**src/rtl/core/ordered_list_engine_defines.svh**
```systemverilog
`ifndef ORDERED_LIST_ENGINE_DEFINES_SVH
`define ORDERED_LIST_ENGINE_DEFINES_SVH

// Whenever ante holds in a cycle, cons must hold in the same cycle.
`define OLST_ASSERT_SAME(label, clk, rst, ante, cons, msg) \
  label: assert property (@(posedge clk) disable iff (rst) (ante) |-> (cons)) else $error(msg);

// Whenever ante holds in a cycle, cons must hold in the next cycle.
`define OLST_ASSERT_NEXT(label, clk, rst, ante, cons, msg) \
  label: assert property (@(posedge clk) disable iff (rst) (ante) |=> (cons)) else $error(msg);

`endif

```
**src/rtl/core/olst_pkg.sv**
```systemverilog
`default_nettype none

package olst_pkg;

  localparam int MODE_W   = 3;
  localparam int VALUE_W  = 32;
  localparam int POS_W    = 5;
  localparam int STATUS_W = 3;
  localparam int COUNT_W  = 5;

  localparam int CAPACITY_DEFAULT = 16;

  typedef enum logic [MODE_W-1:0] {
    MODE_SEARCH   = 3'd0,
    MODE_INS_HEAD = 3'd1,
    MODE_INS_AT   = 3'd2,
    MODE_INS_END  = 3'd3,
    MODE_DEL_HEAD = 3'd4,
    MODE_DEL_VAL  = 3'd5,
    MODE_DEL_END  = 3'd6
  } mode_t;

  typedef enum logic [STATUS_W-1:0] {
    STAT_OK       = 3'd0,
    STAT_EMPTY    = 3'd1,
    STAT_BADPOS   = 3'd2,
    STAT_NOTFOUND = 3'd3,
    STAT_FULL     = 3'd4
  } status_t;

  typedef enum logic [1:0] {
    ST_IDLE,
    ST_CMP,
    ST_EXEC
  } state_t;

  // Per-cycle command broadcast to every cell of the chain.
  typedef struct packed {
    logic ins;      // open a gap at the insert index and load the key there
    logic del_at;   // close the gap at a fixed index
    logic del_val;  // close the gap at the first matching cell
  } cell_ctl_t;

endpackage

`default_nettype wire

```
**src/rtl/core/olst_if.sv**
```systemverilog
`default_nettype none

interface olst_cmd_if;
  logic                valid;
  logic                ready;
  logic [2:0]          mode;
  logic signed [31:0]  entry_value;
  logic [4:0]          position;

  modport source (output valid, output mode, output entry_value, output position,
                  input ready);
  modport sink   (input valid, input mode, input entry_value, input position,
                  output ready);
endinterface

interface olst_res_if;
  logic       valid;
  logic       ready;
  logic [2:0] status;
  logic [4:0] found_position;
  logic [4:0] entry_count;

  modport source (output valid, output status, output found_position, output entry_count,
                  input ready);
  modport sink   (input valid, input status, input found_position, input entry_count,
                  output ready);
endinterface

`default_nettype wire

```
**src/rtl/core/olst_cell.sv**
```systemverilog
`default_nettype none

module olst_cell #(
  parameter int IDX_W = 4,
  parameter int INDEX = 0
) (
  input  wire logic                clk,
  input  wire logic                cmp_en,
  input  wire logic                live,
  input  wire logic signed [31:0]  key,
  input  wire olst_pkg::cell_ctl_t ctl,
  input  wire logic [IDX_W-1:0]    at_idx,
  input  wire logic signed [31:0]  left_value,
  input  wire logic signed [31:0]  right_value,
  input  wire logic                seen_in,
  output logic signed [31:0]       value,
  output logic                     seen_out,
  output logic                     first
);
  import olst_pkg::*;

  localparam logic [IDX_W-1:0] MY_IDX = IDX_W'(INDEX);

  logic match;

  always_ff @(posedge clk) begin
    if (cmp_en) begin
      match <= live && (value == key);
    end
    if (ctl.ins) begin
      if (MY_IDX > at_idx) begin
        value <= left_value;
      end else if (MY_IDX == at_idx) begin
        value <= key;
      end
    end else if (ctl.del_at) begin
      if (MY_IDX >= at_idx) begin
        value <= right_value;
      end
    end else if (ctl.del_val) begin
      // cells at and behind the first match pull from the right
      if (seen_in || match) begin
        value <= right_value;
      end
    end
  end

  assign seen_out = seen_in || match;
  assign first    = match && !seen_in;

endmodule

`default_nettype wire

```
**src/rtl/core/ordered_list_engine.sv**
```systemverilog
// Ordered list engine: an ordered list of up to CAPACITY signed 32-bit values,
// held in a chain of cells, head in cell 0.
// cmd channel (valid/ready): mode, entry_value, position. One request is taken
// when valid and ready are high at a rising edge.
// res channel (valid/ready): status, found_position, entry_count, one result
// per request, in request order.
// Each request runs through accept, compare (every cell registers its
// own equality bit against the key), execute (cells shift left or right by
// one where an insert or delete needs it, and the result is loaded into the
// output register). The result shows on res right after the execute edge and
// can be taken at the next edge; a new request is taken only once the last
// one has executed.
// When res stalls, a finished result waits in the output register while the
// next request is accepted and compared; its execute step holds until the
// output register is free.
// Reset (rst, synchronous) empties the list and drops any result; cell
// contents are not cleared and are read only after being written.
`default_nettype none

`include "ordered_list_engine_defines.svh"

module ordered_list_engine #(
  parameter int CAPACITY = olst_pkg::CAPACITY_DEFAULT
) (
  input wire logic clk,
  input wire logic rst,
  olst_cmd_if.sink   cmd,
  olst_res_if.source res
);
  import olst_pkg::*;

  localparam int IDX_W = (CAPACITY > 1) ? $clog2(CAPACITY) : 1;
  localparam int LEN_W = $clog2(CAPACITY + 1);
  localparam int CW    = ((LEN_W > POS_W) ? LEN_W : POS_W) + 1;

  state_t state, state_next;

  logic [MODE_W-1:0]         c_mode;
  logic signed [VALUE_W-1:0] c_value;
  logic [POS_W-1:0]          c_pos;
  logic [LEN_W-1:0]          len, len_next;

  logic                  res_valid;
  logic [STATUS_W-1:0]   res_status;
  logic [POS_W-1:0]      res_found;
  logic [COUNT_W-1:0]    res_count;

  logic      accept, cmp_en, go;
  cell_ctl_t ctl, ctl_exec;
  logic [IDX_W-1:0] at_idx;

  logic signed [VALUE_W-1:0] vals [CAPACITY];
  logic [CAPACITY:0]         seen;
  logic [CAPACITY-1:0]       first;
  logic [CAPACITY-1:0]       live;

  status_t         status_exec;
  logic [CW-1:0]   found_w, found_exec;
  logic [CW-1:0]   pos_w, len_w, pos_m1, count_w;
  logic            full, empty, any_hit, bad_pos;

  // cell chain
  assign seen[0] = 1'b0;

  for (genvar i = 0; i < CAPACITY; i++) begin : g_cell
    assign live[i] = LEN_W'(i) < len;
    olst_cell #(
      .IDX_W (IDX_W),
      .INDEX (i)
    ) u_cell (
      .clk         (clk),
      .cmp_en      (cmp_en),
      .live        (live[i]),
      .key         (c_value),
      .ctl         (ctl),
      .at_idx      (at_idx),
      .left_value  ((i == 0) ? c_value : vals[(i == 0) ? 0 : i - 1]),
      .right_value ((i == CAPACITY - 1) ? vals[i] : vals[(i == CAPACITY - 1) ? i : i + 1]),
      .seen_in     (seen[i]),
      .value       (vals[i]),
      .seen_out    (seen[i+1]),
      .first       (first[i])
    );
  end

  // controller
  always_ff @(posedge clk) begin
    if (rst) begin
      state <= ST_IDLE;
    end else begin
      state <= state_next;
    end
  end

  always_comb begin
    state_next = state;
    accept     = 1'b0;
    cmp_en     = 1'b0;
    go         = 1'b0;
    case (state)
      ST_IDLE: begin
        accept = cmd.valid;
        if (cmd.valid) begin
          state_next = ST_CMP;
        end
      end
      ST_CMP: begin
        cmp_en     = 1'b1;
        state_next = ST_EXEC;
      end
      ST_EXEC: begin
        // hold until the output register is free
        if (!res_valid || res.ready) begin
          go         = 1'b1;
          state_next = ST_IDLE;
        end
      end
      default: begin
        state_next = ST_IDLE;
      end
    endcase
  end

  assign cmd.ready = (state == ST_IDLE);

  always_ff @(posedge clk) begin
    if (accept) begin
      c_mode  <= cmd.mode;
      c_value <= cmd.entry_value;
      c_pos   <= cmd.position;
    end
  end

  // execute decode
  always_comb begin
    found_w = '0;
    for (int i = 0; i < CAPACITY; i++) begin
      if (first[i]) begin
        found_w = found_w | CW'(i + 1);
      end
    end
  end

  assign full    = (len == LEN_W'(CAPACITY));
  assign empty   = (len == '0);
  assign any_hit = seen[CAPACITY];
  assign pos_w   = CW'(c_pos);
  assign len_w   = CW'(len);
  assign pos_m1  = pos_w - CW'(1);
  assign bad_pos = (pos_w == '0) || (pos_w > len_w + CW'(1));

  always_comb begin
    status_exec = STAT_OK;
    found_exec  = '0;
    ctl_exec    = '0;
    at_idx      = '0;
    len_next    = len;
    case (c_mode)
      MODE_SEARCH: begin
        if (empty) begin
          status_exec = STAT_EMPTY;
        end else if (any_hit) begin
          found_exec = found_w;
        end else begin
          status_exec = STAT_NOTFOUND;
        end
      end
      MODE_INS_HEAD: begin
        if (full) begin
          status_exec = STAT_FULL;
        end else begin
          ctl_exec.ins = 1'b1;
          len_next     = len + LEN_W'(1);
        end
      end
      MODE_INS_AT: begin
        if (full) begin
          status_exec = STAT_FULL;
        end else if (bad_pos) begin
          status_exec = STAT_BADPOS;
        end else begin
          ctl_exec.ins = 1'b1;
          at_idx       = pos_m1[IDX_W-1:0];
          len_next     = len + LEN_W'(1);
        end
      end
      MODE_INS_END: begin
        if (full) begin
          status_exec = STAT_FULL;
        end else begin
          ctl_exec.ins = 1'b1;
          at_idx       = len[IDX_W-1:0];
          len_next     = len + LEN_W'(1);
        end
      end
      MODE_DEL_HEAD: begin
        if (empty) begin
          status_exec = STAT_EMPTY;
        end else begin
          ctl_exec.del_at = 1'b1;
          len_next        = len - LEN_W'(1);
        end
      end
      MODE_DEL_VAL: begin
        if (empty) begin
          status_exec = STAT_EMPTY;
        end else if (any_hit) begin
          ctl_exec.del_val = 1'b1;
          len_next         = len - LEN_W'(1);
        end else begin
          status_exec = STAT_NOTFOUND;
        end
      end
      MODE_DEL_END: begin
        if (empty) begin
          status_exec = STAT_EMPTY;
        end else begin
          len_next = len - LEN_W'(1);
        end
      end
      default: begin
        status_exec = STAT_OK;
      end
    endcase
  end

  assign ctl     = go ? ctl_exec : '0;
  assign count_w = CW'(len_next);

  always_ff @(posedge clk) begin
    if (rst) begin
      len       <= '0;
      res_valid <= 1'b0;
    end else begin
      if (go) begin
        len       <= len_next;
        res_valid <= 1'b1;
      end else if (res.ready) begin
        res_valid <= 1'b0;
      end
    end
  end

  always_ff @(posedge clk) begin
    if (go) begin
      res_status <= status_exec;
      res_found  <= found_exec[POS_W-1:0];
      res_count  <= count_w[COUNT_W-1:0];
    end
  end

  assign res.valid          = res_valid;
  assign res.status         = res_status;
  assign res.found_position = res_found;
  assign res.entry_count    = res_count;

  `OLST_ASSERT_SAME(a_len_cap, clk, rst, 1'b1, len <= LEN_W'(CAPACITY), "list length above capacity")
  `OLST_ASSERT_NEXT(a_accept_cmp, clk, rst, accept, state == ST_CMP, "accepted request skipped compare")
  `OLST_ASSERT_NEXT(a_go_result, clk, rst, go, res_valid, "executed request left no result")
  `OLST_ASSERT_SAME(a_len_step, clk, rst, !$past(rst), (len == $past(len)) || (len == $past(len) + LEN_W'(1)) || (len + LEN_W'(1) == $past(len)), "list length moved by more than one")

endmodule

`default_nettype wire
```
**src/flat_wrapper.sv**
```systemverilog
// flat-port wrapper written by rule: the top's interface ports become plain ports
module ordered_list_engine_flat import olst_pkg::*;
#(
  parameter int CAPACITY = olst_pkg::CAPACITY_DEFAULT
)
  (clk, rst, cmd_valid, cmd_mode, cmd_entry_value, cmd_position, cmd_ready, res_valid, res_status, res_found_position, res_entry_count, res_ready);
  olst_cmd_if cmd_i ();
  olst_res_if res_i ();
  input wire logic clk;
  input wire logic rst;
  input wire logic [$bits(cmd_i.valid)-1:0] cmd_valid;
  input wire logic [$bits(cmd_i.mode)-1:0] cmd_mode;
  input wire logic [$bits(cmd_i.entry_value)-1:0] cmd_entry_value;
  input wire logic [$bits(cmd_i.position)-1:0] cmd_position;
  output wire logic [$bits(cmd_i.ready)-1:0] cmd_ready;
  output wire logic [$bits(res_i.valid)-1:0] res_valid;
  output wire logic [$bits(res_i.status)-1:0] res_status;
  output wire logic [$bits(res_i.found_position)-1:0] res_found_position;
  output wire logic [$bits(res_i.entry_count)-1:0] res_entry_count;
  input wire logic [$bits(res_i.ready)-1:0] res_ready;
  assign cmd_i.valid = cmd_valid;
  assign cmd_i.mode = cmd_mode;
  assign cmd_i.entry_value = cmd_entry_value;
  assign cmd_i.position = cmd_position;
  assign cmd_ready = cmd_i.ready;
  assign res_valid = res_i.valid;
  assign res_status = res_i.status;
  assign res_found_position = res_i.found_position;
  assign res_entry_count = res_i.entry_count;
  assign res_i.ready = res_ready;
  ordered_list_engine #(.CAPACITY(CAPACITY)) u_core (.clk(clk), .rst(rst), .cmd(cmd_i), .res(res_i));
endmodule
```
**config.mk**
```make
export PLATFORM = sky130hd
export DESIGN_NAME = ordered_list_engine_flat
export DESIGN_NICKNAME = d
export VERILOG_FILES = /design/src/rtl/core/olst_pkg.sv /design/src/rtl/core/olst_if.sv /design/src/rtl/core/olst_cell.sv /design/src/rtl/core/ordered_list_engine.sv /design/src/flat_wrapper.sv
export VERILOG_INCLUDE_DIRS = /design/src /design/src/rtl/core
export SDC_FILE = /design/constraint.sdc
export NUM_CORES = 2
export LEC_CHECK = 0
export BUFFER_PORTS_ARGS = -buffer_cell sky130_fd_sc_hd__buf_2
export CORE_MARGIN = 3
export CORE_UTILIZATION = 60
export DETAILED_ROUTE_END_ITERATION = 16
export GPL_ROUTABILITY_DRIVEN = 0
export PLACE_DENSITY = 0.77
export SYNTH_ARGS = -nofsm -noshare
export SYNTH_HDL_FRONTEND = slang
export SYNTH_SLANG_ARGS = --single-unit
```
**constraint.sdc**
```tcl
create_clock -name clk -period 8.7 [get_ports clk]
set_clock_uncertainty 0.1 [all_clocks]
set_input_delay 1.74 -clock clk [delete_from_list [all_inputs] [get_ports clk]]
set_output_delay 1.74 -clock clk [all_outputs]
set_load 0.05 [all_outputs]
```
## After elaboration in Yosys (flattened, before gate mapping)

Cells that the tools add are included.

| cells by class | value |
|---|---|
| add/sub/neg operators | 4 |
| magnitude comparators | 48 |
| equality and inequality tests | 72 |
| mux-type cells | 160 |
| bitwise operators | 2 |
| reductions and logical operators | 108 |

Operators by type and width:

| operator | count |
|---|---|
| 32-bit two-way mux | 107 |
| 32-bit == test | 16 |
| 4-bit AND reduction | 15 |
| 3-bit nonzero test | 16 |
| 3-bit by 2-bit != test with 1-bit output, second input constant | 15 |
| 3-bit != test, second input constant | 15 |
| 4-bit two-way mux | 11 |
| 4-bit by 5-bit < comparator with 1-bit output, first input constant | 8 |
| 5-bit two-way mux | 7 |
| 4-bit == test, first input constant | 8 |
| 4-bit > comparator, first input constant | 8 |
| 1-bit logical AND | 31 |
| 4-bit greater-or-equal comparator, first input constant | 7 |
| 3-bit two-way mux | 8 |
| 3-bit by 5-bit < comparator with 1-bit output, first input constant | 4 |
| 5-bit one-hot mux with 4 select lines | 1 |
| 1-bit logical OR | 17 |
| 3-bit by 4-bit == test with 1-bit output, first input constant | 4 |
| 3-bit by 4-bit greater-or-equal comparator with 1-bit output, first input constant | 4 |
| 3-bit by 4-bit > comparator with 1-bit output, first input constant | 4 |
| 1-bit zero test | 16 |
| 1-bit two-way mux | 16 |
| 2-bit two-way mux | 6 |
| 3-bit one-hot mux with 4 select lines | 1 |
| 34 further kinds | 49 |

| storage, ports and cells | value |
|---|---|
| flip-flop bits (word level) | 589 |
| input bits | 44 |
| logic and storage cells | 435 |

## Longest topological paths before layout

| depth | value |
|---|---|
| depth after elaboration | 22 |
| mapped depth | 18 |
| depth with buffers taken out | 12 |

## By module

Synthesis repeated with hierarchy kept, for this count alone.

| unflattened totals | value |
|---|---|
| cells, all modules | 3,233 |
| area, all modules | 35,730.5 µm² |

By module, submodules not included:

| module | instances | cells each | area an instance (µm²) | sequential area each (µm²) |
|---|---|---|---|---|
| olst_cell (u_core.g_cell[13].u_cell ...) | 2 | 191 | 2,068.2 | 991.0 |
| ordered_list_engine | 1 | 267 | 3,083.0 | 1,751.7 |
| olst_cell (u_core.g_cell[5].u_cell) | 1 | 190 | 2,095.8 | 991.0 |
| olst_cell (u_core.g_cell[11].u_cell) | 1 | 190 | 2,083.2 | 991.0 |
| olst_cell (u_core.g_cell[6].u_cell) | 1 | 189 | 2,069.5 | 991.0 |
| olst_cell (u_core.g_cell[10].u_cell) | 1 | 191 | 2,064.5 | 991.0 |
| olst_cell (u_core.g_cell[7].u_cell) | 1 | 189 | 2,064.5 | 991.0 |
| olst_cell (u_core.g_cell[2].u_cell) | 1 | 189 | 2,063.2 | 991.0 |
| olst_cell (u_core.g_cell[1].u_cell) | 1 | 189 | 2,054.5 | 991.0 |
| olst_cell (u_core.g_cell[4].u_cell) | 1 | 190 | 2,054.5 | 991.0 |
| olst_cell (u_core.g_cell[3].u_cell) | 1 | 190 | 2,052.0 | 991.0 |
| olst_cell (u_core.g_cell[14].u_cell) | 1 | 190 | 2,039.5 | 991.0 |
| olst_cell (u_core.g_cell[12].u_cell) | 1 | 191 | 2,038.2 | 991.0 |
| olst_cell (u_core.g_cell[8].u_cell) | 1 | 190 | 2,038.2 | 991.0 |
| 2 more rows | n/a | n/a | n/a | n/a |

## Worst setup path after synthesis

Ideal clock, no wire load.

| path | value |
|---|---|
| path kind | register to register |
| from | register u_core.len[1] |
| to | register u_core.g_cell[2].u_cell.value[0] (enable) |
| setup time | 472 ps |
| data arrival time | 5,196 ps |
| required time | 8,128 ps |
| setup slack | 2,932 ps |
| stages on the path, launching flop included | 16 |
| buffers on the path | 4 |
| cell sequence | dfxtp_1 clkbuf_1 inv_1 ha_1 inv_1 ha_1 nand2b_1 a211oi_1 o21ai_1 nand2_1 buf_6 o21a_1 buf_2 buf_4 inv_2 o32ai_1 |

| between the ends | value |
|---|---|
| cells in the longest elaborated chain, start to end | 9 |
| elaborated cells on any way between the ends | 26 |
| those cells by class | add/sub: 1; order compare: 3; eq/ne: 4; mux: 13; reduce/logical: 5 |

RTL lines:

| element | RTL line | RTL |
|---|---|---|
| from (decl) | ordered_list_engine.sv:41 | `logic [LEN_W-1:0] len, len_next;` |
| from (signal assigned) | ordered_list_engine.sv:236 | `len <= len_next;` |
| 5-bit by 1-bit adder with 6-bit output | ordered_list_engine.sv:150 | `assign bad_pos = (pos_w == '0) \|\| (pos_w > len_w + CW'(1));` |
| 5-bit by 6-bit > comparator with 1-bit output | ordered_list_engine.sv:150 |  |
| 1-bit logical OR | ordered_list_engine.sv:150 |  |
| 4-bit two-way mux / 1-bit two-way mux (equally long branches) | ordered_list_engine.sv:179 | `end else if (bad_pos) begin` |
| 4-bit two-way mux / 1-bit two-way mux (equally long branches) | ordered_list_engine.sv:177 | `if (full) begin` |
| 4-bit one-hot mux with 2 select lines / 1-bit one-hot mux with 2 select lines (equally long branches) | ordered_list_engine.sv:158 | `case (c_mode)` |
| 2-bit by 4-bit greater-or-equal comparator with 1-bit output, or another cell as far along | olst_cell.sv:37 | `if (MY_IDX >= at_idx) begin` |
| 3-bit by 2-bit != test with 1-bit output (no source line), or another cell as far along | n/a |  |
| 4-bit AND reduction (no source line) * | n/a |  |
| to (signal assigned) | olst_cell.sv:34 | `value <= key;` |
| to (signal assigned) | olst_cell.sv:38 | `value <= right_value;` |
| to (signal assigned) | olst_cell.sv:43 | `value <= right_value;` |
| to (decl) | olst_cell.sv:16 | `output logic signed [31:0] value,` |

Every way passes the cells marked *; elsewhere a longest branch is shown, timed or not.
A chain may end at the register's enable or synchronous reset.

## Final worst setup path

| path | value |
|---|---|
| from | register u_core.len[4] |
| to | register u_core.g_cell[8].u_cell.value[21] (data pin) |

| between the ends | value |
|---|---|
| cells in the longest elaborated chain, start to end | 9 |
| elaborated cells on any way between the ends | 20 |
| those cells by class | add/sub: 1; order compare: 2; eq/ne: 1; mux: 14; reduce/logical: 2 |

RTL lines:

| element | RTL line | RTL |
|---|---|---|
| 5-bit by 1-bit adder with 6-bit output | ordered_list_engine.sv:150 |  |
| 5-bit by 6-bit > comparator with 1-bit output | ordered_list_engine.sv:150 |  |
| 1-bit logical OR | ordered_list_engine.sv:150 |  |
| 4-bit two-way mux | ordered_list_engine.sv:179 |  |
| 4-bit two-way mux | ordered_list_engine.sv:177 |  |
| 4-bit one-hot mux with 2 select lines | ordered_list_engine.sv:158 |  |
| 4-bit > comparator | olst_cell.sv:31 | `if (MY_IDX > at_idx) begin` |
| 32-bit two-way mux | olst_cell.sv:31 |  |
| 32-bit two-way mux * | olst_cell.sv:30 | `if (ctl.ins) begin` |
| to (signal assigned) | olst_cell.sv:32 | `value <= left_value;` |
| to (signal assigned) | olst_cell.sv:34 |  |
| to (signal assigned) | olst_cell.sv:38 |  |
| to (decl) | olst_cell.sv:16 |  |

Marked as above.

==> flow_metrics.tcl <==
set metrics [dict create \
    run_status "complete, no violations" \
    cp_cell_sequence "inv_1 > xnor2_1 > ha_1 > nand2_1 > a211oi_1 > o21ai_1 > nand2_1 > a21o_4 > buf_4 > buf_4 > o21ai_0" \
    grt_pass1_wl_mm 176 \
    finalNetCount 3454 \
    reg2reg_from "u_core.len[4]" \
    ys.flop_type "edfxtp_1" \
    setup_viol 0 \
    leakage_uw 0.0133 \
    reg2reg_depth 11 \
    fp.coreArea_um2 59500 \
    ir_worst_vdd_mv 0.167 \
    r2r_setup_slack_ps 2560 \
    ys_seq_elements 589 \
    final_cell_area_um2 39100 \
    fin_setup_tns_ps 0 \
    antenna_found_initial 1 \
    cp.required_ps 8910 \
    ys_types 78 \
    syn_area_um2 36300 \
    synth-edff-count 581 \
    r2r_end "u_core.g_cell[8].u_cell.value[21]" \
    max-slew-margin-rel_pct 18.1 \
    numCtsBuffers 67 \
    start_util_pct 61.1 \
    routedWlPerCell_um 27.7 \
    crit_path_end_kind "flip-flop" \
    track_usage_pct 36.4 \
    finalCritPeriodShare_pct 70.6 \
    grt_max_degree 216 \
    worstSetupPathType "reg -> reg" \
    via_per_inst 6.98 \
    wl_mm 117 \
    htreeDepth 3 \
    dp_cells 4103 \
    hpwl_mm 81.6 \
    synth_common_cells "edfxtp_1, nand2_1, xor2_1" \
    hold_start "u_core.res.valid" \
    overflow 0 \
    hold_class "reg -> reg" \
    ys_seq_area_share_pct 48.5 \
    synth-adder-area-share_pct 0.379 \
    synth_compound_area_share_pct 12.5 \
    worst-path-max-fanout 123 \
    io_buffers 58 \
    yosysTopAreaCell "edfxtp_1" \
    fp-row-count 89 \
    start_kind "flip-flop" \
    worstMarginPinSlew_ps 1200 \
    die_h_um 252 \
    drv_slew 0 \
    min_path_cells 2 \
    yosys.area_share.simple_pct 13.6 \
    synth-xor-area-share_pct 12.5 \
    yosysMostFrequentCell "edfxtp_1" \
    holdPathEnd "u_core.res.valid" \
    cts_resized 0 \
    fin_cells 4225 \
    powerDensity_nw_per_um2 172 \
    drive_gt1_share_pct 8.61 \
    insertion_delay_ps 630 \
    area_delta_synth_final_pct 7.49 \
    layout_setup_ws_ps 2560 \
    drv_cap 0 \
    synth_mux_area_share_pct 8.07 \
    netlist.area_leader.share_pct 48.0 \
    ctsHoldBuffers 0 \
    grt_pass1_vias 27900 \
    cts_setup_buffers 0 \
    ant_nets 0 \
    fin_crit_ps 6140 \
    drc 0 \
    yosys_warnings 0 \
    rsz0062_at_grt "no" \
    vias 29500 \
    path_clk_slew_ps 60 \
    max_freq_mhz 163 \
    dr.pass1.iters 9 \
    crit_slowest_cell "buf_4" \
    drt_iter0_drc 4785 \
    cts_root_buf "clkbuf_16" \
    synth_area_leaders "edfxtp_1, mux2i_1, xor2_1, xnor2_1, nand2_1" \
    place_area_um2 36900 \
    final_core_util_pct 65.7 \
    syn_inst 3517 \
    pre_cts_slack_ps 2880 \
    syn_nets 3572 \
    cp_data_arrival_time_ps 6340 \
    synth-async-reset-ratio_pct 0 \
    die_x_um 252 \
    clock-sinks 589 \
    finalHoldViolations 0 \
    synth_top_family_by_area "simple AND/OR/NAND/NOR gates" \
    ios 59 \
    die_area_um2 63500 \
    avgSynthCellArea_um2 10.3 \
    cts_tree "yes" \
    clock_path_buffers 3 \
    max_stage_delay_ps 1010 \
]
[worst max path at each step]
stage             startpoint                                 to  slack, ps  cells past startpoint
6_report       u_core.len[4]  u_core.g_cell[8].u_cell.value[21]       2560                     11
5_1_grt        u_core.len[2]   u_core.g_cell[8].u_cell.value[4]       2370                     12
4_1_cts        u_core.len[4]  u_core.g_cell[8].u_cell.value[21]       2850                     11
3_5_place_dp   u_core.len[2]  u_core.g_cell[8].u_cell.value[21]       2880                     12
3_3_place_gp   u_core.len[4]  u_core.g_cell[8].u_cell.value[30]       3030                     11
2_1_floorplan  u_core.len[1]   u_core.g_cell[2].u_cell.value[0]       2930                     15
[layer usage]
| metal | wire [µm] | share of wire, % | vias up | global-route usage (%) |
|---|---|---|---|---|
| li1 | - | - | 12700 | - |
| met1 | 42500 | 36 | 14000 | 48.1 |
| met2 | 50800 | 43 | 2277 | 53.6 |
| met3 | 13500 | 12 | 453 | 6.82 |
| met4 | 10400 | 8.8 | 0 | 26.9 |
| met5 | 0 | 0 | - | 0 |
[cells in the final DEF, fill, tap and decap left out, types with 77 or more instances in the layout]
| cell type | synthesis | routed |
|---|---|---|
| o211ai_1 | 130 | 130 |
| nand2_1 | 505 | 504 |
| xor2_1 | 263 | 263 |
| mux2i_1 | 257 | 257 |
| o21ai_1 | 220 | 219 |
| nand3_1 | 151 | 150 |
| nor4_1 | 81 | 81 |
| edfxtp_1 | 581 | 581 |
| buf_4 | 31 | 77 |
| xnor2_1 | 255 | 255 |
| nor2_1 | 100 | 99 |
[sequential cells by signal, indices dropped and copies added (netlist names), 2 cells and up]
register,cells
u_core.res.status,3
u_core.state,2
u_core.res.found_position,5
u_core.c_mode,3
u_core.len,5
u_core.g_cell.u_cell.match,16
u_core.g_cell.u_cell.value,512
u_core.c_pos,5
u_core.c_value,32
u_core.res.entry_count,5
[critical path, delay by kind of cell, from the launching register on]
family | cells | cell delay (ps)
buffers and inverters | 3 | 2250
xor gates and xnor gates | 1 | 230
DFF | 1 | 890
and+or+nand+nor | 2 | 620
AOI/OAI and AO/OA | 4 | 1320
adders and majority gates | 1 | 310
[power by group]
part	switching, µW	internal [µW]
Clock	1220	1600
Sequential	46.5	3150
Combinational	483	219
Total	1750	4970
[cells by family after synthesis]
| kind of cell | count (synthesis) |
|---|---|
| multiplexers | 289 |
| buffers and inverters | 340 |
| flip-flops | 589 |
| adder cells (fa/ha/maj) | 11 |
| AO/OA/AOI/OAI | 717 |
| AND/OR/NAND/NOR | 1053 |
| XOR/XNOR | 518 |
[final cells by class]
class	count	area, µm²
repair buffers	136	888
clock inverters	37	372
well taps	773	967
multi-input cells	2588	17400
inverters	17	76.3
clock buffers	83	1760
flip-flops and latches	589	17600
diodes	2	5.00
fillers	4542	20400
[metrics by stage]
stage | hold WS [ps] | power, µW
after floorplan | 372 | 3710
after global placement | 393 | 3910
after detailed placement | 406 | 3930
after CTS | 414 | 6700
after global routing | 454 | 6870
final | 420 | 6720
No activity file was read; power rests on OpenSTA's default activity.
